$ cat src/hw/rtl/vad_pkg.sv
// vad_pkg: shared types and constants for the vector angle pipeline
// holds the arctangent table, angle constants and the sideband word type
// no dependencies
package vad_pkg;

    // angle accumulator: degrees with 20 fractional bits, signed
    localparam int ZFRAC = 20;
    localparam int ZW = 29;
    // unsigned width of a mapped angle in [0, 360] degrees
    localparam int RW = 29;
    localparam int TABLE_LEN = 24;

    // atan(2^-i) in degrees, scaled by 2^20 and rounded
    localparam logic signed [ZW-1:0] ATAN_TAB [TABLE_LEN] = '{
        29'sd47185920, 29'sd27855475, 29'sd14718068, 29'sd7471121,
        29'sd3750058,  29'sd1876857,  29'sd938658,   29'sd469357,
        29'sd234682,   29'sd117342,   29'sd58671,    29'sd29335,
        29'sd14668,    29'sd7334,     29'sd3667,     29'sd1833,
        29'sd917,      29'sd458,      29'sd229,      29'sd115,
        29'sd57,       29'sd29,       29'sd14,       29'sd7
    };

    localparam logic signed [ZW-1:0] Z_LIMIT = 29'sd94371840;
    localparam logic [RW-1:0] R_180 = 29'd188743680;
    localparam logic [RW-1:0] R_360 = 29'd377487360;

    // inputs that lie on an axis bypass the cordic result
    typedef enum logic [2:0] {
        AXIS_NONE = 3'd0,
        AXIS_ZERO = 3'd1,
        AXIS_90   = 3'd2,
        AXIS_180  = 3'd3,
        AXIS_270  = 3'd4
    } axis_t;

    typedef enum logic [1:0] {
        QUAD_1 = 2'd0,
        QUAD_2 = 2'd1,
        QUAD_3 = 2'd2,
        QUAD_4 = 2'd3
    } quad_t;

    // travels alongside each word through the pipeline
    typedef struct packed {
        logic  vld;
        axis_t axis;
        quad_t quad;
    } side_t;

endpackage

$ cat src/hw/rtl/vector_angle_degrees.sv
// vector_angle_degrees: angle of a signed (x, y) vector in 1/2^ANGLE_FRAC_BITS degree
// fully unrolled cordic vectoring pipeline, one register per iteration
// depends on vad_pkg
//
// A coordinate pair is taken at every clock edge where start is high (busy is
// always low, so a new word can follow every cycle). The input stage is loaded
// at the edge that takes the word; after it come one stage per cordic
// iteration, a quadrant mapping stage and the rounding output register; the
// angle appears on angle_deg with done high for one cycle once the word has
// passed through them all. Throughput is one word per cycle; results come
// out in input order and cannot be held off.
// Axis inputs give exact 0, 90, 180 or 270 degrees, (0,0) gives 0, and an
// angle that rounds up to 360 degrees is returned as 0.
module vector_angle_degrees #(
    parameter int COORD_BITS      = 16,
    parameter int STAGES          = 16,
    parameter int ANGLE_FRAC_BITS = 6
) (
    input  logic                              clk,
    input  logic                              rst_n,
    input  logic                              start,
    output logic                              busy,
    input  logic signed [COORD_BITS-1:0]      x_coord,
    input  logic signed [COORD_BITS-1:0]      y_coord,
    output logic                              done,
    output logic        [ANGLE_FRAC_BITS+8:0] angle_deg
);
    import vad_pkg::*;

    // working width: magnitude shifted by STAGES, cordic gain and guard bits
    localparam int W  = COORD_BITS + STAGES + 3;
    localparam int OW = ANGLE_FRAC_BITS + 9;
    localparam int SH = ZFRAC - ANGLE_FRAC_BITS;
    localparam logic [RW:0]   HALF   = (RW + 1)'(1) << (SH - 1);
    localparam logic [RW:0]   FULL   = (RW + 1)'(360) << ANGLE_FRAC_BITS;
    localparam logic [OW-1:0] DEG90  = OW'(90) << ANGLE_FRAC_BITS;
    localparam logic [OW-1:0] DEG180 = OW'(180) << ANGLE_FRAC_BITS;
    localparam logic [OW-1:0] DEG270 = OW'(270) << ANGLE_FRAC_BITS;

    logic signed [W-1:0]  x_reg    [STAGES+1];
    logic signed [W-1:0]  y_reg    [STAGES+1];
    logic signed [ZW-1:0] z_reg    [STAGES+1];
    side_t                side_reg [STAGES+1];
    logic signed [W-1:0]  x_next   [STAGES+1];
    logic signed [W-1:0]  y_next   [STAGES+1];
    logic signed [ZW-1:0] z_next   [STAGES+1];
    side_t                side_next[STAGES+1];

    side_t           map_side_reg, map_side_next;
    logic [RW-1:0]   map_ang_reg, map_ang_next;
    logic            done_reg, done_next;
    logic [OW-1:0]   angle_reg, angle_next;

    logic [COORD_BITS:0] x_ext, y_ext, x_abs, y_abs;
    logic                x_zero, y_zero;
    logic signed [ZW-1:0] z_fin;
    logic [RW-1:0]       z_clip;
    logic [RW:0]         rnd_sum, rnd_val;

    assign busy = 1'b0;

    // input stage: fold into the first quadrant, flag axis cases
    always_comb
    begin
        x_ext  = {x_coord[COORD_BITS-1], x_coord};
        y_ext  = {y_coord[COORD_BITS-1], y_coord};
        x_abs  = x_ext[COORD_BITS] ? (~x_ext + 1'b1) : x_ext;
        y_abs  = y_ext[COORD_BITS] ? (~y_ext + 1'b1) : y_ext;
        x_zero = (x_coord == '0);
        y_zero = (y_coord == '0);

        x_next[0] = {2'b00, x_abs, {STAGES{1'b0}}};
        y_next[0] = {2'b00, y_abs, {STAGES{1'b0}}};
        z_next[0] = '0;

        side_next[0].vld = start && !busy;
        if (x_zero)
        begin
            if (y_zero)
                side_next[0].axis = AXIS_ZERO;
            else if (y_coord[COORD_BITS-1])
                side_next[0].axis = AXIS_270;
            else
                side_next[0].axis = AXIS_90;
        end
        else if (y_zero)
            side_next[0].axis = x_coord[COORD_BITS-1] ? AXIS_180 : AXIS_ZERO;
        else
            side_next[0].axis = AXIS_NONE;

        case ({x_coord[COORD_BITS-1], y_coord[COORD_BITS-1]})
            2'b00:   side_next[0].quad = QUAD_1;
            2'b10:   side_next[0].quad = QUAD_2;
            2'b11:   side_next[0].quad = QUAD_3;
            default: side_next[0].quad = QUAD_4;
        endcase

        // one cordic rotation per stage, shift amount fixed by the stage index
        for (int i = 0; i < STAGES; i++)
        begin
            side_next[i+1] = side_reg[i];
            if (!y_reg[i][W-1])
            begin
                x_next[i+1] = x_reg[i] + (y_reg[i] >>> i);
                y_next[i+1] = y_reg[i] - (x_reg[i] >>> i);
                z_next[i+1] = z_reg[i] + ATAN_TAB[i];
            end
            else
            begin
                x_next[i+1] = x_reg[i] - (y_reg[i] >>> i);
                y_next[i+1] = y_reg[i] + (x_reg[i] >>> i);
                z_next[i+1] = z_reg[i] - ATAN_TAB[i];
            end
        end
    end

    always_ff @(posedge clk or negedge rst_n)
    begin
        if (!rst_n)
        begin
            for (int i = 0; i <= STAGES; i++)
                side_reg[i] <= '0;
        end
        else
        begin
            for (int i = 0; i <= STAGES; i++)
                side_reg[i] <= side_next[i];
        end
    end

    always_ff @(posedge clk)
    begin
        for (int i = 0; i <= STAGES; i++)
        begin
            x_reg[i] <= x_next[i];
            y_reg[i] <= y_next[i];
            z_reg[i] <= z_next[i];
        end
    end

    // clamp to [0, 90] and place the angle in its quadrant
    always_comb
    begin
        z_fin = z_reg[STAGES];
        if (z_fin[ZW-1])
            z_clip = '0;
        else if (z_fin > Z_LIMIT)
            z_clip = RW'(Z_LIMIT);
        else
            z_clip = RW'(z_fin);

        map_side_next = side_reg[STAGES];
        case (side_reg[STAGES].quad)
            QUAD_1:  map_ang_next = z_clip;
            QUAD_2:  map_ang_next = R_180 - z_clip;
            QUAD_3:  map_ang_next = R_180 + z_clip;
            QUAD_4:  map_ang_next = R_360 - z_clip;
            default: map_ang_next = z_clip;
        endcase
    end

    // round to the output unit, wrap 360 to 0, or give the exact axis angle
    always_comb
    begin
        rnd_sum   = {1'b0, map_ang_reg} + HALF;
        rnd_val   = rnd_sum >> SH;
        done_next = map_side_reg.vld;
        case (map_side_reg.axis)
            AXIS_NONE: angle_next = (rnd_val >= FULL) ? '0 : OW'(rnd_val);
            AXIS_ZERO: angle_next = '0;
            AXIS_90:   angle_next = DEG90;
            AXIS_180:  angle_next = DEG180;
            AXIS_270:  angle_next = DEG270;
            default:   angle_next = '0;
        endcase
    end

    always_ff @(posedge clk or negedge rst_n)
    begin
        if (!rst_n)
        begin
            map_side_reg <= '0;
            done_reg     <= 1'b0;
        end
        else
        begin
            map_side_reg <= map_side_next;
            done_reg     <= done_next;
        end
    end

    always_ff @(posedge clk)
    begin
        map_ang_reg <= map_ang_next;
        angle_reg   <= angle_next;
    end

    assign done      = done_reg;
    assign angle_deg = angle_reg;

`ifndef SYNTHESIS
    a_angle_range: assert property (@(posedge clk) disable iff (!rst_n)
        done |-> ((RW + 1)'(angle_deg) < FULL))
        else $error("angle word out of range");

    a_map_range: assert property (@(posedge clk) disable iff (!rst_n)
        (map_side_reg.vld && (map_side_reg.axis == AXIS_NONE)) |-> (map_ang_reg <= R_360))
        else $error("mapped angle beyond full turn");

    a_axis_90: assert property (@(posedge clk) disable iff (!rst_n)
        (start && (x_coord == '0) && !y_coord[COORD_BITS-1] && (y_coord != '0))
        |-> ##(STAGES + 3) (done && (angle_deg == DEG90)))
        else $error("positive y axis word did not give 90 degrees");

    a_latency: assert property (@(posedge clk) disable iff (!rst_n)
        side_reg[STAGES].vld |-> ##2 done)
        else $error("word lost between cordic and output");
`endif

endmodule
$ cat config.mk
export PLATFORM = sky130hd
export DESIGN_NAME = vector_angle_degrees
export DESIGN_NICKNAME = d
export VERILOG_FILES = /design/src/hw/rtl/vad_pkg.sv /design/src/hw/rtl/vector_angle_degrees.sv
export SDC_FILE = /design/constraint.sdc
export NUM_CORES = 2
export LEC_CHECK = 0
export BUFFER_PORTS_ARGS = -buffer_cell sky130_fd_sc_hd__buf_2
export CAP_MARGIN = 20
export CORE_MARGIN = 2
export CORE_UTILIZATION = 40
export CTS_BUF_LIST = sky130_fd_sc_hd__clkbuf_8
export DETAILED_ROUTE_END_ITERATION = 8
export PLACE_DENSITY = 0.52
export SYNTH_ARGS = -nofsm -noshare
export SYNTH_HDL_FRONTEND = slang
export SYNTH_SLANG_ARGS = --single-unit
$ cat constraint.sdc
create_clock -name clk -period 8.35 [get_ports clk]
set_input_delay 0.4175 -clock clk [delete_from_list [all_inputs] [get_ports clk]]
set_output_delay 0.4175 -clock clk [all_outputs]
set_load 0.1 [all_outputs]
==> results.cfg <==
[sta]
final.min_clock_period_ps = 5276
finalSetupViolations = 0
finClkSkew_ps = 82.52
final-max-slew-violation-count = 0
tightest_slew_ps = 1177
max-slew-margin-rel_pct = 20.42
finalCritPeriodShare_pct = 63.19
fmax_mhz = 189.5
tns_ps = 0
hold_violations = 0
rsz0062_at_grt = false

[floorplanning]
die_w_um = 499.3
die_y_um = 499.3
core_region_area_um2 = 243700
io_pins = 52
num_rows = 181
start_util_pct = 40.27
die_area_um2 = 249300

[synthesis]
ys_seq_area_share_pct = 29.19
yosysTopAreaCellShare_pct = 26.46
yosys.cell_count.top_type = dfxtp_1
ys_ff_latch = 1404
synth_common_cells = dfxtp_1, ha_1, nor2_1
synth_area_leaders = dfxtp_1, ha_1, xnor2_1, a21oi_1, xor2_1
synth_edf_count = 0
async_flop_share_pct = 7.621
ys_types = 100
syn_area_um2 = 98120
yosys_warnings = 0
avgSynthCellArea_um2 = 8.542
synth.largest_area_cell = dfxtp_1
syn_inst = 11490
synth_top_flop_cell = dfxtp_1

[worst_setup_path]
endpoint_kind = flip-flop
critPathKind = reg2reg
worstPathArrival_ps = 6130
crit_fanout = 5
crit_buf_inv = 0
worstReg2RegEnd = y_reg[0][279]$_DFF_P_
start_kind = flip-flop
cp_slowest_cell = nor4_1
r2r_setup_slack_ps = 3070
rr_worst_depth = 16
r2r-start = x_reg[0][217]$_DFF_P_
crit_path_frequent_cell = a21oi_1
critPathRequiredTime_ps = 9200
path_cells = or4_1 > nor4_1 > nand2_1 > nor4_1 > a21oi_1 > xor2_1 > ha_1 > a21o_1 > a21oi_1 > o221ai_1 > o21ai_0 > nand2_1 > a21o_1 > a211oi_1 > a21oi_1 > xor2_1
critPathTopFamily = simple AND/OR/NAND/NOR gates
crit_path_max_incr_delay_ps = 800

[cells_and_area]
nets = 13100
largest_reg_flops = 447
syn_to_final_growth_pct = 10.65
drive_gt1_share_pct = 5.368
fill_cells = 23880

[clocking]
clkLatencyLatePin_ps = 1010
clock_sinks = 1404
clk_path_buf_depth = 4
cts_tree = built
htree_levels = 5
cts-resized-gates = 0
path_clk_slew_ps = 50
root_buffer = clkbuf_8
numCtsBuffers = 285

[route]
route.detailed.wl_per_inst_um = 18.25
ant_nets = 0
initialDrtViolationCount = 5239
vias = 82250
remaining_drc_errors = 0
drtPass1Iterations = 6
vias_per_cell = 5.417
finalWirelength_um = 277100

[global_route]
grt_max_degree = 74
grt_pass1_wl_um = 435500
grt_pass1_vias = 79040
antenna_found_initial = 4
track_usage_pct = 21.54
grt_overflow_total = 0

[run_status]
status = finished, final reports clean

[job]
drv_cap = 0

[hold_path]
min_from = y_coord[0]
hold_end = y_reg[0][16]$_DFF_P_
hp-class = in2reg
min_path_cells = 2

[placement]
routabilityCongestion = 0.9205
dp_hpwl_um = 222300
portBuffers = 50
-- worst reg2reg max path, cell delays in order (launching register included) --
cell and delay, ps:
dfxtp_1 340, or4_1 630, nor4_1 800, nand2_1 180, nor4_1 770, a21oi_1 190
xor2_1 180, ha_1 350, a21o_1 180, a21oi_1 170, o221ai_1 180, o21ai_0 210
nand2_1 110, a21o_1 200, a211oi_1 310, a21oi_1 140, xor2_1 170
-- logic make-up (layout without fill, tap and decap cells) --
group           Yosys count  in the layout  share of synthesized area (%)
compound gates         3147           3147                          20.34
xor+xnor               1633           1633                          14.58
fa+ha+maj              1276           1276                          16.55
buf+inv                 683           1175                          2.626
flops                  1404           1404                          29.19
mux                      48             48                         0.5267
other cells               2              6                       0.007654
simple gates           3293           3293                          16.18
-- cell type report --
cell class	count	area, um2	share of cell area, %
antenna	3	7.507	0.006915
clock buffer	342	4707	4.336
clock inverter	133	1049	0.9658
inverter	549	2061	1.898
multi-input combinational	9400	66900	61.62
sequential	1404	28660	26.40
tap	3202	4006	3.690
timing repair buffer	151	1177	1.084
-- stage by stage --
stage          instances  cell area, um2  worst slack (ps)  hold slack [ps]  util, %
3_5_place_dp       14640          102100              3121            334.7    41.92
6_report           15180          108600              3074            119.9    44.55
5_1_grt            15180          108600              2527            52.80    44.55
3_3_place_gp       14640          102100              3087            332.6    41.91
2_1_floorplan      11490           98120              3911            121.9        -
4_1_cts            15180          108500              3094            15.25    44.54
-- cells in the final DEF, fill, tap and decap left out, types with 342 or more instances in the layout --
cell type,Yosys,routed
ha_1,1240,1240
nor2_1,1170,1170
dfxtp_1,1297,1284
a21oi_1,1103,1103
xnor2_1,1084,1084
xor2_1,549,549
nor3_1,347,347
o21ai_0,513,513
a21o_1,448,448
clkbuf_8,0,342
nand2_1,579,579
inv_1,545,602
-- worst max-delay path by stage --
stage,from,end,slack (ps),depth (start not counted)
after floorplan,y_reg[0][489]$_DFF_P_,y_reg[0][524]$_DFF_P_,3910,15
after global placement,y_reg[0][489]$_DFF_P_,y_reg[0][524]$_DFF_P_,3090,14
after detailed placement,y_reg[0][252]$_DFF_P_,x_reg[0][314]$_DFF_P_,3120,21
after CTS,x_reg[0][217]$_DFF_P_,y_reg[0][279]$_DFF_P_,3090,16
after global routing,y_reg[0][252]$_DFF_P_,x_reg[0][314]$_DFF_P_,2530,22
final,x_reg[0][217]$_DFF_P_,y_reg[0][279]$_DFF_P_,3070,16
-- layer usage --
layer | GRT usage [%] | share of wire, %
met2 | 34.35 | 44
met3 | 2.938 | 4.7
met1 | 29.87 | 48
met4 | 7.000 | 3.2
met5 | 0 | 0
-- what timing repair did --
action | in CTS | in global routing
hold buffers | 63 | 0
setup buffers | 0 | 0
hold endpoints to repair | 82 | 0
Power is left out: the tool's default activity adds up to more than one toggle a clock period on the data nets, which glitch-free logic cannot reach.
